--- config.mk ---
export PLATFORM = sky130hd
export DESIGN_NAME = calendar_date_day_adder_top_flat
export DESIGN_NICKNAME = d
export VERILOG_FILES = /design/src/hw/rtl/cdda_pkg.sv /design/src/hw/rtl/cdda_if.sv /design/src/hw/rtl/cdda_ctrl.sv /design/src/hw/rtl/cdda_dp.sv /design/src/hw/rtl/calendar_date_day_adder_top.sv /design/src/flat_wrapper.sv
export SDC_FILE = /design/constraint.sdc
export NUM_CORES = 1
export LEC_CHECK = 0
export ABC_AREA = 1
export BUFFER_PORTS_ARGS = -buffer_cell sky130_fd_sc_hd__buf_2
export CORE_UTILIZATION = 30
export CTS_CLUSTER_DIAMETER = 60
export DETAILED_ROUTE_END_ITERATION = 10
export PLACE_DENSITY = 0.46
export SLEW_MARGIN = 20
export SYNTH_ARGS = -nofsm -noshare
export SYNTH_HDL_FRONTEND = slang
export SYNTH_SLANG_ARGS = --single-unit
--- constraint.sdc ---
create_clock -name i_clk -period 9.6 [get_ports i_clk]
set_input_delay 0.48 -clock i_clk [delete_from_list [all_inputs] [get_ports i_clk]]
set_output_delay 0.48 -clock i_clk [all_outputs]
set_load 0.01 [all_outputs]
--- src/hw/rtl/cdda_pkg.sv ---
// ============================================================================
// cdda_pkg: shared types and constants of the calendar date day adder
// Field widths, status and mode codes, month numbers, controller/datapath
// command and status structs, and the leap year and month length helpers.
// ============================================================================
package cdda_pkg;

    // Default width of the stored year.
    localparam int YEAR_WIDTH_DEF = 16;

    // Fixed field widths of the channels.
    localparam int IN_YEAR_W = 16;
    localparam int DELTA_W   = 16;
    localparam int MON_W     = 4;
    localparam int DAY_W     = 5;
    localparam int STAT_W    = 2;

    // Width of a year residue modulo 400.
    localparam int YMOD_W = 9;
    localparam logic [YMOD_W-1:0] MOD400 = 9'd400;
    localparam logic [YMOD_W-1:0] MOD100 = 9'd100;
    localparam logic [YMOD_W-1:0] MOD200 = 9'd200;
    localparam logic [YMOD_W-1:0] MOD300 = 9'd300;

    // Mode codes.
    localparam logic MODE_SET = 1'b0;
    localparam logic MODE_ADD = 1'b1;

    // Status codes.
    localparam logic [STAT_W-1:0] ST_OK     = 2'd0;
    localparam logic [STAT_W-1:0] ST_REJECT = 2'd1;
    localparam logic [STAT_W-1:0] ST_OVF    = 2'd2;

    // Month numbers.
    localparam logic [MON_W-1:0] MON_JAN = 4'd1;
    localparam logic [MON_W-1:0] MON_FEB = 4'd2;
    localparam logic [MON_W-1:0] MON_APR = 4'd4;
    localparam logic [MON_W-1:0] MON_JUN = 4'd6;
    localparam logic [MON_W-1:0] MON_SEP = 4'd9;
    localparam logic [MON_W-1:0] MON_NOV = 4'd11;
    localparam logic [MON_W-1:0] MON_DEC = 4'd12;

    // Month lengths.
    localparam logic [DAY_W-1:0] LEN_FEB      = 5'd28;
    localparam logic [DAY_W-1:0] LEN_FEB_LEAP = 5'd29;
    localparam logic [DAY_W-1:0] LEN_SHORT    = 5'd30;
    localparam logic [DAY_W-1:0] LEN_LONG     = 5'd31;

    // Commands from the controller to the datapath.
    typedef struct packed {
        logic load;      // capture an accepted item
        logic mod_step;  // one step of the year residue computation
        logic add_step;  // one month step of an add
        logic commit;    // update the date and load the output register
    } t_cmd;

    // Status from the datapath to the controller.
    typedef struct packed {
        logic mod_last;  // this residue step is the final one
        logic add_fin;   // this month step ends the add
        logic out_busy;  // output register holds a result not yet taken
    } t_stat;

    // Leap year test on the year residue modulo 400.
    function automatic logic f_leap(input logic [YMOD_W-1:0] r);
        logic by100;
        by100 = (r == '0) || (r == MOD100) || (r == MOD200) || (r == MOD300);
        return ((r[1:0] == 2'b00) && !by100) || (r == '0);
    endfunction

    // Number of days in a month.
    function automatic logic [DAY_W-1:0] f_month_len(input logic [MON_W-1:0] m,
                                                     input logic leap);
        logic [DAY_W-1:0] len;
        if (m == MON_FEB) begin
            len = leap ? LEN_FEB_LEAP : LEN_FEB;
        end else if (m inside {MON_APR, MON_JUN, MON_SEP, MON_NOV}) begin
            len = LEN_SHORT;
        end else begin
            len = LEN_LONG;
        end
        return len;
    endfunction

endpackage

--- src/hw/rtl/cdda_if.sv ---
// ============================================================================
// cdda_if: request and result channels of the calendar date day adder
// Valid/ready channels; a transfer happens when valid and ready are high.
// ============================================================================
interface cdda_in_if;
    logic                               valid;
    logic                               ready;
    logic                               mode;
    logic signed [cdda_pkg::IN_YEAR_W-1:0] new_year;
    logic [cdda_pkg::MON_W-1:0]         new_month;
    logic [cdda_pkg::DAY_W-1:0]         new_day;
    logic signed [cdda_pkg::DELTA_W-1:0] days_delta;

    modport source (output valid, mode, new_year, new_month, new_day, days_delta,
                    input ready);
    modport sink   (input valid, mode, new_year, new_month, new_day, days_delta,
                    output ready);
endinterface

interface cdda_out_if #(parameter int YEAR_WIDTH = cdda_pkg::YEAR_WIDTH_DEF);
    logic                          valid;
    logic                          ready;
    logic signed [YEAR_WIDTH-1:0]  out_year;
    logic [cdda_pkg::MON_W-1:0]    out_month;
    logic [cdda_pkg::DAY_W-1:0]    out_day;
    logic [cdda_pkg::STAT_W-1:0]   status;

    modport source (output valid, out_year, out_month, out_day, status, input ready);
    modport sink   (input valid, out_year, out_month, out_day, status, output ready);
endinterface

--- src/hw/rtl/cdda_ctrl.sv ---
// ============================================================================
// cdda_ctrl: sequencer of the calendar date day adder
// Accepts a request, runs the year residue division or the month steps in
// the datapath, and commits the result once the output register is free.
// ============================================================================
module cdda_ctrl (
    input  logic            i_clk,
    input  logic            i_rst_n,
    input  logic            i_in_valid,
    output logic            o_in_ready,
    input  logic            i_mode,
    input  cdda_pkg::t_stat i_stat,
    output cdda_pkg::t_cmd  o_cmd
);
    import cdda_pkg::*;

    localparam logic [1:0] S_IDLE = 2'd0;
    localparam logic [1:0] S_MOD  = 2'd1;
    localparam logic [1:0] S_ADD  = 2'd2;
    localparam logic [1:0] S_DONE = 2'd3;

    logic [1:0] r_state;
    logic [1:0] n_state;

    // State register.
    always_ff @(posedge i_clk) begin
        if (!i_rst_n) begin
            r_state <= S_IDLE;
        end else begin
            r_state <= n_state;
        end
    end

    // Next state and commands.
    always_comb begin
        n_state    = r_state;
        o_cmd      = '0;
        o_in_ready = 1'b0;
        case (r_state)
            S_IDLE: begin
                o_in_ready = 1'b1;
                if (i_in_valid) begin
                    o_cmd.load = 1'b1;
                    n_state    = (i_mode == MODE_ADD) ? S_ADD : S_MOD;
                end
            end
            S_MOD: begin
                o_cmd.mod_step = 1'b1;
                if (i_stat.mod_last) begin
                    n_state = S_DONE;
                end
            end
            S_ADD: begin
                o_cmd.add_step = 1'b1;
                if (i_stat.add_fin) begin
                    n_state = S_DONE;
                end
            end
            S_DONE: begin
                if (!i_stat.out_busy) begin
                    o_cmd.commit = 1'b1;
                    n_state      = S_IDLE;
                end
            end
            default: begin
                n_state = S_IDLE;
            end
        endcase
    end

endmodule

--- src/hw/rtl/cdda_dp.sv ---
// ============================================================================
// cdda_dp: datapath of the calendar date day adder
// Stored date, a reciprocal remainder unit for the year modulo 400,
// the month stepper for adds, and the output register.
// ============================================================================
module cdda_dp #(
    parameter int YEAR_WIDTH = cdda_pkg::YEAR_WIDTH_DEF
) (
    input  logic                                 i_clk,
    input  logic                                 i_rst_n,
    input  cdda_pkg::t_cmd                       i_cmd,
    output cdda_pkg::t_stat                      o_stat,
    input  logic                                 i_mode,
    input  logic signed [cdda_pkg::IN_YEAR_W-1:0] i_new_year,
    input  logic [cdda_pkg::MON_W-1:0]           i_new_month,
    input  logic [cdda_pkg::DAY_W-1:0]           i_new_day,
    input  logic signed [cdda_pkg::DELTA_W-1:0]  i_days_delta,
    output logic                                 o_out_valid,
    input  logic                                 i_out_ready,
    output logic signed [YEAR_WIDTH-1:0]         o_out_year,
    output logic [cdda_pkg::MON_W-1:0]           o_out_month,
    output logic [cdda_pkg::DAY_W-1:0]           o_out_day,
    output logic [cdda_pkg::STAT_W-1:0]          o_out_status
);
    import cdda_pkg::*;

    // Width of the remaining day count and of the year magnitude.
    localparam int NW    = DELTA_W + 2;
    localparam int MAG_W = IN_YEAR_W + 1;
    localparam int WIDE  = 33;

    // Remainder modulo 400 = 16 * 25: the low four bits pass through and the
    // upper part is reduced modulo 25 with a reciprocal multiplication.
    localparam int LOW_W  = 4;
    localparam int HI_W   = MAG_W - LOW_W;
    localparam int R25_W  = YMOD_W - LOW_W;
    localparam int Q_W    = 9;
    localparam int RCP_W  = 11;
    localparam int PROD_W = HI_W + RCP_W;
    localparam int RCP_SH = PROD_W - Q_W;
    localparam logic [RCP_W-1:0] RCP25 = 11'd1311;
    localparam logic [HI_W-1:0]  DIV25 = HI_W'(25);

    localparam logic signed [YEAR_WIDTH-1:0] YMAX =
        {1'b0, {(YEAR_WIDTH-1){1'b1}}};
    localparam logic signed [YEAR_WIDTH-1:0] YNEG =
        {1'b1, {(YEAR_WIDTH-2){1'b0}}, 1'b1};
    localparam logic signed [YEAR_WIDTH-1:0] YR_ONE =
        {{(YEAR_WIDTH-1){1'b0}}, 1'b1};
    localparam logic signed [YEAR_WIDTH-1:0] YR_NEG_ONE = '1;
    localparam logic signed [WIDE-1:0] YMAX_W =
        {{(WIDE-YEAR_WIDTH){1'b0}}, YMAX};
    localparam logic signed [WIDE-1:0] YNEG_W = -YMAX_W;
    localparam logic signed [NW:0] SUM_ONE = {{NW{1'b0}}, 1'b1};

    // Stored date with its year residue modulo 400.
    logic signed [YEAR_WIDTH-1:0] r_date_y;
    logic [MON_W-1:0]             r_date_m;
    logic [DAY_W-1:0]             r_date_d;
    logic [YMOD_W-1:0]            r_date_ymod;

    // Captured request.
    logic                         r_mode;
    logic signed [IN_YEAR_W-1:0]  r_sy;
    logic [MON_W-1:0]             r_sm;
    logic [DAY_W-1:0]             r_sd;

    // Remainder unit.
    logic [MAG_W-1:0]             r_mag;
    logic [Q_W-1:0]               r_q;
    logic [YMOD_W-1:0]            r_rem;
    logic                         r_mph;

    // Month stepper working registers.
    logic signed [YEAR_WIDTH-1:0] r_wy;
    logic [MON_W-1:0]             r_wm;
    logic [DAY_W-1:0]             r_wd;
    logic [YMOD_W-1:0]            r_wymod;
    logic signed [NW-1:0]         r_wn;
    logic                         r_fwd;
    logic                         r_ovf;

    // Output register.
    logic                         r_ovalid;
    logic signed [YEAR_WIDTH-1:0] r_oy;
    logic [MON_W-1:0]             r_om;
    logic [DAY_W-1:0]             r_od;
    logic [STAT_W-1:0]            r_ost;

    // Year magnitude of the request.
    logic [MAG_W-1:0]  s_mag;
    logic [HI_W-1:0]   s_mag_hi;
    logic [PROD_W-1:0] s_prod;
    logic [Q_W-1:0]    s_q;
    logic [HI_W-1:0]   s_qx25;
    logic [HI_W-1:0]   s_hi_rem;
    logic [YMOD_W-1:0] s_rem_next;

    assign s_mag = i_new_year[IN_YEAR_W-1]
                 ? MAG_W'(-$signed({i_new_year[IN_YEAR_W-1], i_new_year}))
                 : MAG_W'({1'b0, i_new_year});

    // The quotient by 25 is formed and registered first, then the remainder.
    always_comb begin
        s_mag_hi   = r_mag[MAG_W-1:LOW_W];
        s_prod     = PROD_W'(s_mag_hi) * PROD_W'(RCP25);
        s_q        = s_prod[RCP_SH +: Q_W];
        s_qx25     = HI_W'(r_q) * DIV25;
        s_hi_rem   = s_mag_hi - s_qx25;
        s_rem_next = {s_hi_rem[R25_W-1:0], r_mag[LOW_W-1:0]};
    end

    // Month step arithmetic.
    logic signed [NW:0]   s_sum;
    logic signed [NW:0]   s_dim_w;
    logic signed [NW:0]   s_diff;
    logic [DAY_W-1:0]     s_dim;
    logic                 s_fin;
    logic                 s_wrap;
    logic                 s_lim;
    logic                 s_ovf;
    logic [MON_W-1:0]     s_nm;
    logic signed [YEAR_WIDTH-1:0] s_ny;
    logic [YMOD_W-1:0]    s_ystep;
    logic [YMOD_W:0]      s_ymod_try;
    logic [YMOD_W-1:0]    s_nymod;
    logic [DAY_W-1:0]     s_nlen;

    always_comb begin
        s_sum   = $signed({{(NW+1-DAY_W){1'b0}}, r_wd}) + $signed({r_wn[NW-1], r_wn});
        s_dim   = f_month_len(r_wm, f_leap(r_wymod));
        s_dim_w = $signed({{(NW+1-DAY_W){1'b0}}, s_dim});
        s_diff  = s_sum - s_dim_w;
        s_fin   = r_fwd ? (s_sum <= s_dim_w) : (s_sum >= SUM_ONE);
        s_wrap  = r_fwd ? (r_wm == MON_DEC) : (r_wm == MON_JAN);
        s_lim   = r_fwd ? (r_wy == YMAX) : (r_wy == YNEG);
        s_ovf   = !s_fin && s_wrap && s_lim;

        // Next month and year; year zero is skipped in both directions.
        if (!s_wrap) begin
            s_nm = r_fwd ? MON_W'(r_wm + 1'b1) : MON_W'(r_wm - 1'b1);
            s_ny = r_wy;
        end else if (r_fwd) begin
            s_nm = MON_JAN;
            s_ny = (r_wy == YR_NEG_ONE) ? YR_ONE : YEAR_WIDTH'(r_wy + YR_ONE);
        end else begin
            s_nm = MON_DEC;
            s_ny = (r_wy == YR_ONE) ? YR_NEG_ONE : YEAR_WIDTH'(r_wy - YR_ONE);
        end

        // Residue follows the year, stepping by two across year zero.
        if (!s_wrap) begin
            s_ystep = '0;
        end else if (r_fwd) begin
            s_ystep = (r_wy == YR_NEG_ONE) ? YMOD_W'(2) : YMOD_W'(1);
        end else begin
            s_ystep = (r_wy == YR_ONE) ? YMOD_W'(MOD400 - YMOD_W'(2))
                                       : YMOD_W'(MOD400 - YMOD_W'(1));
        end
        s_ymod_try = {1'b0, r_wymod} + {1'b0, s_ystep};
        s_nymod    = (s_ymod_try >= {1'b0, MOD400})
                   ? YMOD_W'(s_ymod_try - {1'b0, MOD400})
                   : YMOD_W'(s_ymod_try);
        s_nlen     = f_month_len(s_nm, f_leap(s_nymod));
    end

    // Validation of a set request and the date to commit.
    logic signed [WIDE-1:0]       s_sy_w;
    logic                         s_set_ok;
    logic [YMOD_W-1:0]            s_set_ymod;
    logic signed [YEAR_WIDTH-1:0] s_cy;
    logic [MON_W-1:0]             s_cm;
    logic [DAY_W-1:0]             s_cd;
    logic [YMOD_W-1:0]            s_cymod;
    logic [STAT_W-1:0]            s_cst;

    always_comb begin
        s_sy_w     = WIDE'(r_sy);
        s_set_ok   = (r_sy != '0) && (s_sy_w <= YMAX_W) && (s_sy_w >= YNEG_W) &&
                     (r_sm >= MON_JAN) && (r_sm <= MON_DEC) && (r_sd != '0) &&
                     (r_sd <= f_month_len(r_sm, f_leap(r_rem)));
        s_set_ymod = (r_sy[IN_YEAR_W-1] && (r_rem != '0)) ? YMOD_W'(MOD400 - r_rem)
                                                          : r_rem;
        s_cy    = r_date_y;
        s_cm    = r_date_m;
        s_cd    = r_date_d;
        s_cymod = r_date_ymod;
        s_cst   = ST_OK;
        if (r_mode == MODE_SET) begin
            if (s_set_ok) begin
                s_cy    = YEAR_WIDTH'(s_sy_w);
                s_cm    = r_sm;
                s_cd    = r_sd;
                s_cymod = s_set_ymod;
            end else begin
                s_cst = ST_REJECT;
            end
        end else begin
            if (r_ovf) begin
                s_cst = ST_OVF;
            end else begin
                s_cy    = r_wy;
                s_cm    = r_wm;
                s_cd    = r_wd;
                s_cymod = r_wymod;
            end
        end
    end

    // Stored date; reset to the first day of year one.
    always_ff @(posedge i_clk) begin
        if (!i_rst_n) begin
            r_date_y    <= YR_ONE;
            r_date_m    <= MON_JAN;
            r_date_d    <= DAY_W'(1);
            r_date_ymod <= YMOD_W'(1);
        end else if (i_cmd.commit) begin
            r_date_y    <= s_cy;
            r_date_m    <= s_cm;
            r_date_d    <= s_cd;
            r_date_ymod <= s_cymod;
        end
    end

    // Request capture, remainder unit and month stepper.
    always_ff @(posedge i_clk) begin
        if (i_cmd.load) begin
            r_mode  <= i_mode;
            r_sy    <= i_new_year;
            r_sm    <= i_new_month;
            r_sd    <= i_new_day;
            r_mag   <= s_mag;
            r_mph   <= 1'b0;
            r_wy    <= r_date_y;
            r_wm    <= r_date_m;
            r_wd    <= r_date_d;
            r_wymod <= r_date_ymod;
            r_wn    <= NW'(i_days_delta);
            r_fwd   <= (i_days_delta > 0);
            r_ovf   <= 1'b0;
        end
        if (i_cmd.mod_step) begin
            if (!r_mph) begin
                r_q   <= s_q;
                r_mph <= 1'b1;
            end else begin
                r_rem <= s_rem_next;
                r_mph <= 1'b0;
            end
        end
        if (i_cmd.add_step) begin
            if (s_ovf) begin
                r_ovf <= 1'b1;
            end else if (s_fin) begin
                r_wd <= s_sum[DAY_W-1:0];
            end else begin
                r_wm    <= s_nm;
                r_wy    <= s_ny;
                r_wymod <= s_nymod;
                r_wn    <= r_fwd ? $signed(s_diff[NW-1:0]) : $signed(s_sum[NW-1:0]);
                r_wd    <= r_fwd ? '0 : s_nlen;
            end
        end
    end

    // Output register.
    always_ff @(posedge i_clk) begin
        if (!i_rst_n) begin
            r_ovalid <= 1'b0;
        end else if (i_cmd.commit) begin
            r_ovalid <= 1'b1;
        end else if (i_out_ready) begin
            r_ovalid <= 1'b0;
        end
    end

    always_ff @(posedge i_clk) begin
        if (i_cmd.commit) begin
            r_oy  <= s_cy;
            r_om  <= s_cm;
            r_od  <= s_cd;
            r_ost <= s_cst;
        end
    end

    // Status to the controller.
    assign o_stat.mod_last = r_mph;
    assign o_stat.add_fin  = s_fin || s_ovf;
    assign o_stat.out_busy = r_ovalid && !i_out_ready;

    assign o_out_valid  = r_ovalid;
    assign o_out_year   = r_oy;
    assign o_out_month  = r_om;
    assign o_out_day    = r_od;
    assign o_out_status = r_ost;

endmodule

--- src/hw/rtl/calendar_date_day_adder_top.sv ---
// ============================================================================
// calendar_date_day_adder_top: Gregorian date holder with signed day adder
// Sets a validated date or moves the stored date by a signed day count.
// ============================================================================
//
//   Channel  Direction  Carries
//   i_in     in         mode, new_year, new_month, new_day, days_delta
//   o_out    out        out_year, out_month, out_day, status
//
// A set request first forms the year remainder modulo 400, the quotient by
// 25 and then the remainder, then is validated and committed.
// An add runs the month stepper at one month step per cycle until the day
// count is used up or the year range overflows, then commits.
// A new request is taken while a result waits in the output register; the
// commit stalls until that result is transferred. Reset gives 1-01-01.
module calendar_date_day_adder_top #(
    parameter int YEAR_WIDTH = cdda_pkg::YEAR_WIDTH_DEF
) (
    input  logic      i_clk,
    input  logic      i_rst_n,
    cdda_in_if.sink   i_in,
    cdda_out_if.source o_out
);
    import cdda_pkg::*;

    t_cmd  s_cmd;
    t_stat s_stat;

    // Sequencer.
    cdda_ctrl u_ctrl (
        .i_clk      (i_clk),
        .i_rst_n    (i_rst_n),
        .i_in_valid (i_in.valid),
        .o_in_ready (i_in.ready),
        .i_mode     (i_in.mode),
        .i_stat     (s_stat),
        .o_cmd      (s_cmd)
    );

    // Datapath.
    cdda_dp #(
        .YEAR_WIDTH (YEAR_WIDTH)
    ) u_dp (
        .i_clk        (i_clk),
        .i_rst_n      (i_rst_n),
        .i_cmd        (s_cmd),
        .o_stat       (s_stat),
        .i_mode       (i_in.mode),
        .i_new_year   (i_in.new_year),
        .i_new_month  (i_in.new_month),
        .i_new_day    (i_in.new_day),
        .i_days_delta (i_in.days_delta),
        .o_out_valid  (o_out.valid),
        .i_out_ready  (o_out.ready),
        .o_out_year   (o_out.out_year),
        .o_out_month  (o_out.out_month),
        .o_out_day    (o_out.out_day),
        .o_out_status (o_out.status)
    );

endmodule

--- src/flat_wrapper.sv ---
// flat-port wrapper written by rule: the top's interface ports become plain ports
module calendar_date_day_adder_top_flat import cdda_pkg::*;
#(
    parameter int YEAR_WIDTH = cdda_pkg::YEAR_WIDTH_DEF
)
  (i_clk, i_rst_n, i_in_valid, i_in_mode, i_in_new_year, i_in_new_month, i_in_new_day, i_in_days_delta, i_in_ready, o_out_valid, o_out_out_year, o_out_out_month, o_out_out_day, o_out_status, o_out_ready);
  cdda_in_if i_in_i ();
  cdda_out_if #(.YEAR_WIDTH(YEAR_WIDTH)) o_out_i ();
  input  logic i_clk;
  input  logic i_rst_n;
  input wire logic [$bits(i_in_i.valid)-1:0] i_in_valid;
  input wire logic [$bits(i_in_i.mode)-1:0] i_in_mode;
  input wire logic [$bits(i_in_i.new_year)-1:0] i_in_new_year;
  input wire logic [$bits(i_in_i.new_month)-1:0] i_in_new_month;
  input wire logic [$bits(i_in_i.new_day)-1:0] i_in_new_day;
  input wire logic [$bits(i_in_i.days_delta)-1:0] i_in_days_delta;
  output wire logic [$bits(i_in_i.ready)-1:0] i_in_ready;
  output wire logic [$bits(o_out_i.valid)-1:0] o_out_valid;
  output wire logic [$bits(o_out_i.out_year)-1:0] o_out_out_year;
  output wire logic [$bits(o_out_i.out_month)-1:0] o_out_out_month;
  output wire logic [$bits(o_out_i.out_day)-1:0] o_out_out_day;
  output wire logic [$bits(o_out_i.status)-1:0] o_out_status;
  input wire logic [$bits(o_out_i.ready)-1:0] o_out_ready;
  assign i_in_i.valid = i_in_valid;
  assign i_in_i.mode = i_in_mode;
  assign i_in_i.new_year = i_in_new_year;
  assign i_in_i.new_month = i_in_new_month;
  assign i_in_i.new_day = i_in_new_day;
  assign i_in_i.days_delta = i_in_days_delta;
  assign i_in_ready = i_in_i.ready;
  assign o_out_valid = o_out_i.valid;
  assign o_out_out_year = o_out_i.out_year;
  assign o_out_out_month = o_out_i.out_month;
  assign o_out_out_day = o_out_i.out_day;
  assign o_out_status = o_out_i.status;
  assign o_out_i.ready = o_out_ready;
  calendar_date_day_adder_top #(.YEAR_WIDTH(YEAR_WIDTH)) u_core (.i_clk(i_clk), .i_rst_n(i_rst_n), .i_in(i_in_i), .o_out(o_out_i));
endmodule
==> impl_metrics.csv <==
group,metric,value,unit
routing,routed_via_density,4.82,
critical_path,path_buf_inv,3,
clock_tree,cts_hold_buffers,0,
synthesis,synthArstFlopShare,0,%
floorplan,die_h,213,um
routing,routed_wl,37.6,mm
synthesis,ys_seq_elements,175,
clock_tree,clkTransAtPathRegs,0.08,ns
synthesis,ys.flop_type,"edfxtp_1",
synthesis,synthSimpleGateAreaFrac,19.5,%
layout,multi_input_area,0.00751,mm^2
layout,syn2layout_area_growth,11.6,%
worst_hold_path,holdPathStages,1,
timing,fin_worst_skew,0.0181,ns
layout,regArea,0.00451,mm^2
synthesis,yosysSeqAreaShare,33.9,%
worst_hold_path,worstHoldStart,"i_in_new_day[2]",
routing,remaining_drc_errors,0,
timing,fmax,0.186,GHz
synthesis,synth_edf_count,101,
floorplan,rows,76,
routing,drt_iter0_markers,609,
critical_path,cpMostUsedCell,"nand2_1",
critical_path,r2r_start,"u_core.u_dp.r_fwd$_DFFE_PP_",
clock_tree,cts_tree,"done",
global_routing,grt_use_total,17.4,%
synthesis,avgSynthCellArea,7.92,um^2
critical_path,worst_r2r_path_depth,25,
global_routing,grt_pass1_wl,60.5,mm
place,place_ws,4.28,ns
layout,fin_nets,1937,
global_routing,grt_max_degree,79,
critical_path,critPathLaunchType,"flip-flop",
critical_path,slowest_delay,0.93,ns
synthesis,synth_top_family_by_area,"simple AND/OR/NAND/NOR gates",
synthesis,syn_area,0.0133,mm^2
critical_path,timing.reg2reg.setup_slack,4.21,ns
place,globalplace.congestion,0.892,
synthesis,synth_cells,1683,
timing,drv_slew,0,
layout,diodes,0,
status,status,"finished, final reports clean",
critical_path,cp_max_fo,26,
clock_tree,clk_latency,0.46,ns
timing,min_period_over_period,56.1,%
global_routing,grt_pass1_vias,11000,
clock_tree,h-tree-depth,4,
worst_hold_path,holdPathEnd,"u_core.u_dp.r_sd[2]$_DFFE_PP_",
critical_path,end_kind,"flip-flop",
timing,rsz0062_at_grt,"false",
layout,final_cell_mix,"nand2_1 (311), inv_1 (270), o21ai_0 (122)",
timing,tightest_slew,1.01,ns
routing,drt_pass1_iterations,7,
critical_path,path_delay_family,"simple AND/OR/NAND/NOR gates",
critical_path,r2r-end,"u_core.u_dp.r_wd[0]$_DFF_P_",
layout,final_common_cell,"nand2_1",
synthesis,yosys_warnings,0,
critical_path,worst_path_max_delay_cell,"edfxtp_1",
layout,fillers,4679,
flow_run,maxCapViolations,0,
floorplan,ioPinCount,75,
clock_tree,cts.sinks,175,
timing,setup_tns,0,ns
synthesis,muxShareOfSynthArea,0.150,%
critical_path,critical_path_arrival,5.74,ns
clock_tree,ctsResizeCount,0,
clock_tree,cts_buffers,17,
floorplan,core_area,0.0435,mm^2
floorplan,fp.dieArea,0.0453,mm^2
routing,avgRoutedWirePerCell,16.1,um
routing,final_antenna_net_count,0,
timing,setup_viol,0,
timing,final_hold_viol_count,0,
synthesis,synth_cell_types,57,
global_routing,grt_remaining_overflow,0,
timing,max_slew_margin,32.8,%
critical_path,critical_path_class,"flip-flop to flip-flop",
clock_tree,root_buffer,"clkbuf_16",
global_routing,antenna_found_initial,0,
synthesis,synthAdderAreaFrac,17.6,%
place,numPortBuffers,74,
routing,dr_total_vias,11200,
critical_path,required,9.95,ns
floorplan,dieWidth,213,um
timing,fin_ws,4.21,ns
timing,hold_ws,0.185,ns
clock_tree,clockBufferDepth,2,
place,dp_hpwl,28.5,mm
synthesis,synth_xor_area_share,4.60,%
floorplan,start_util,30.7,%
layout,drive_gt1_share,9.97,%
synthesis,synth-compound-area-share,14.4,%
synthesis,synth_nets,1887,
clock_tree,post_cts_buffers,0,
worst_hold_path,min_path_type,"input port to flip-flop",
timing,min_period,5.39,ns
==> through the flow <==
step                      cell area (um^2)  utilization [%]  instances
after floorplan                      13300                -       1683
after global placement               14200             32.8       2299
after detailed placement             14200             32.8       2299
after CTS                            14900             34.2       2331
after global routing                 14900             34.2       2331
final                                14900             34.2       2331
==> synth_stat cells, drive strengths merged (3+ instances only) <==
master	count	area (um^2)
a211oi	5	37.5
a21oi	108	544
a221oi	3	26.3
a31oi	13	81.3
buf	9	83.8
clkbuf	40	153
dfxtp	74	1480
edfxtp	101	3030
fa	50	1000
ha	108	1350
inv	283	1070
nand2	335	1330
nand3	86	453
nand4	13	81.3
nor2	121	459
nor3	27	156
nor4	9	56.3
o211ai	18	135
o21ai	153	803
o22ai	28	175
o31ai	4	30.0
or2	5	31.3
xnor2	18	158
xor2	52	455
==> flip-flops by register name, summed over array words and instances (netlist names), 5 cells and up <==
| register | cells |
|---|---|
| u_core.u_dp.r_wn | 18 |
| u_core.u_dp.r_mag | 16 |
| u_core.u_dp.r_wymod | 9 |
| u_core.u_dp.r_q | 5 |
| u_core.u_dp.r_wd | 5 |
| u_core.u_dp.r_rem | 9 |
| u_core.u_dp.r_date_d | 5 |
| u_core.u_dp.o_out_day | 5 |
| u_core.u_dp.o_out_year | 16 |
| u_core.u_dp.r_sy | 16 |
| u_core.u_dp.r_date_ymod | 9 |
| u_core.u_dp.r_sd | 5 |
| u_core.u_dp.r_wy | 16 |
| u_core.u_dp.r_date_y | 16 |
==> metal layers <==
layer	routed length [um]	share of wire [%]	global-route usage (%)
met5	0	0	0
met4	779	2.1	5.48
met3	1380	3.7	2.56
met2	17200	46	28.0
met1	18200	48	23.8
==> worst max path at each step <==
stage / cells after the start / to / startpoint / slack, ns
after floorplan: 31 / u_core.u_dp.r_wd[0]$_DFF_P_ / u_core.u_dp.r_wy[4]$_DFFE_PP_ / 5.34
after global placement: 25 / u_core.u_dp.r_wd[0]$_DFF_P_ / u_core.u_dp.r_fwd$_DFFE_PP_ / 4.36
after detailed placement: 25 / u_core.u_dp.r_wd[0]$_DFF_P_ / u_core.u_dp.r_fwd$_DFFE_PP_ / 4.28
after CTS: 24 / u_core.u_dp.r_wd[0]$_DFF_P_ / u_core.u_dp.r_fwd$_DFFE_PP_ / 4.27
after global routing: 25 / u_core.u_dp.r_wd[0]$_DFF_P_ / u_core.u_dp.r_fwd$_DFFE_PP_ / 3.66
final: 25 / u_core.u_dp.r_wd[0]$_DFF_P_ / u_core.u_dp.r_fwd$_DFFE_PP_ / 4.21
==> layout make-up <==
cell class	count	area share (%)
Tap cell	585	4.92
Timing Repair Buffer	80	2.79
Sequential cell	175	30.3
Inverter	284	7.20
Clock buffer	17	2.86
Multi-Input combinational cell	1175	50.5
Clock inverter	15	1.35
==> kinds of logic (layout without fill, tap and decap cells) <==
kind of cell | count (synthesis) | after routing
AO/OA/AOI/OAI | 342 | 342
XOR/XNOR | 70 | 70
adder cells (fa/ha/maj) | 158 | 158
buffers and inverters | 333 | 396
flip-flops | 175 | 175
multiplexers | 2 | 2
other | 1 | 1
AND/OR/NAND/NOR | 602 | 602
Power is not shown: default switching activity piles up to over one toggle a cycle in this logic, so the estimate is an artifact.
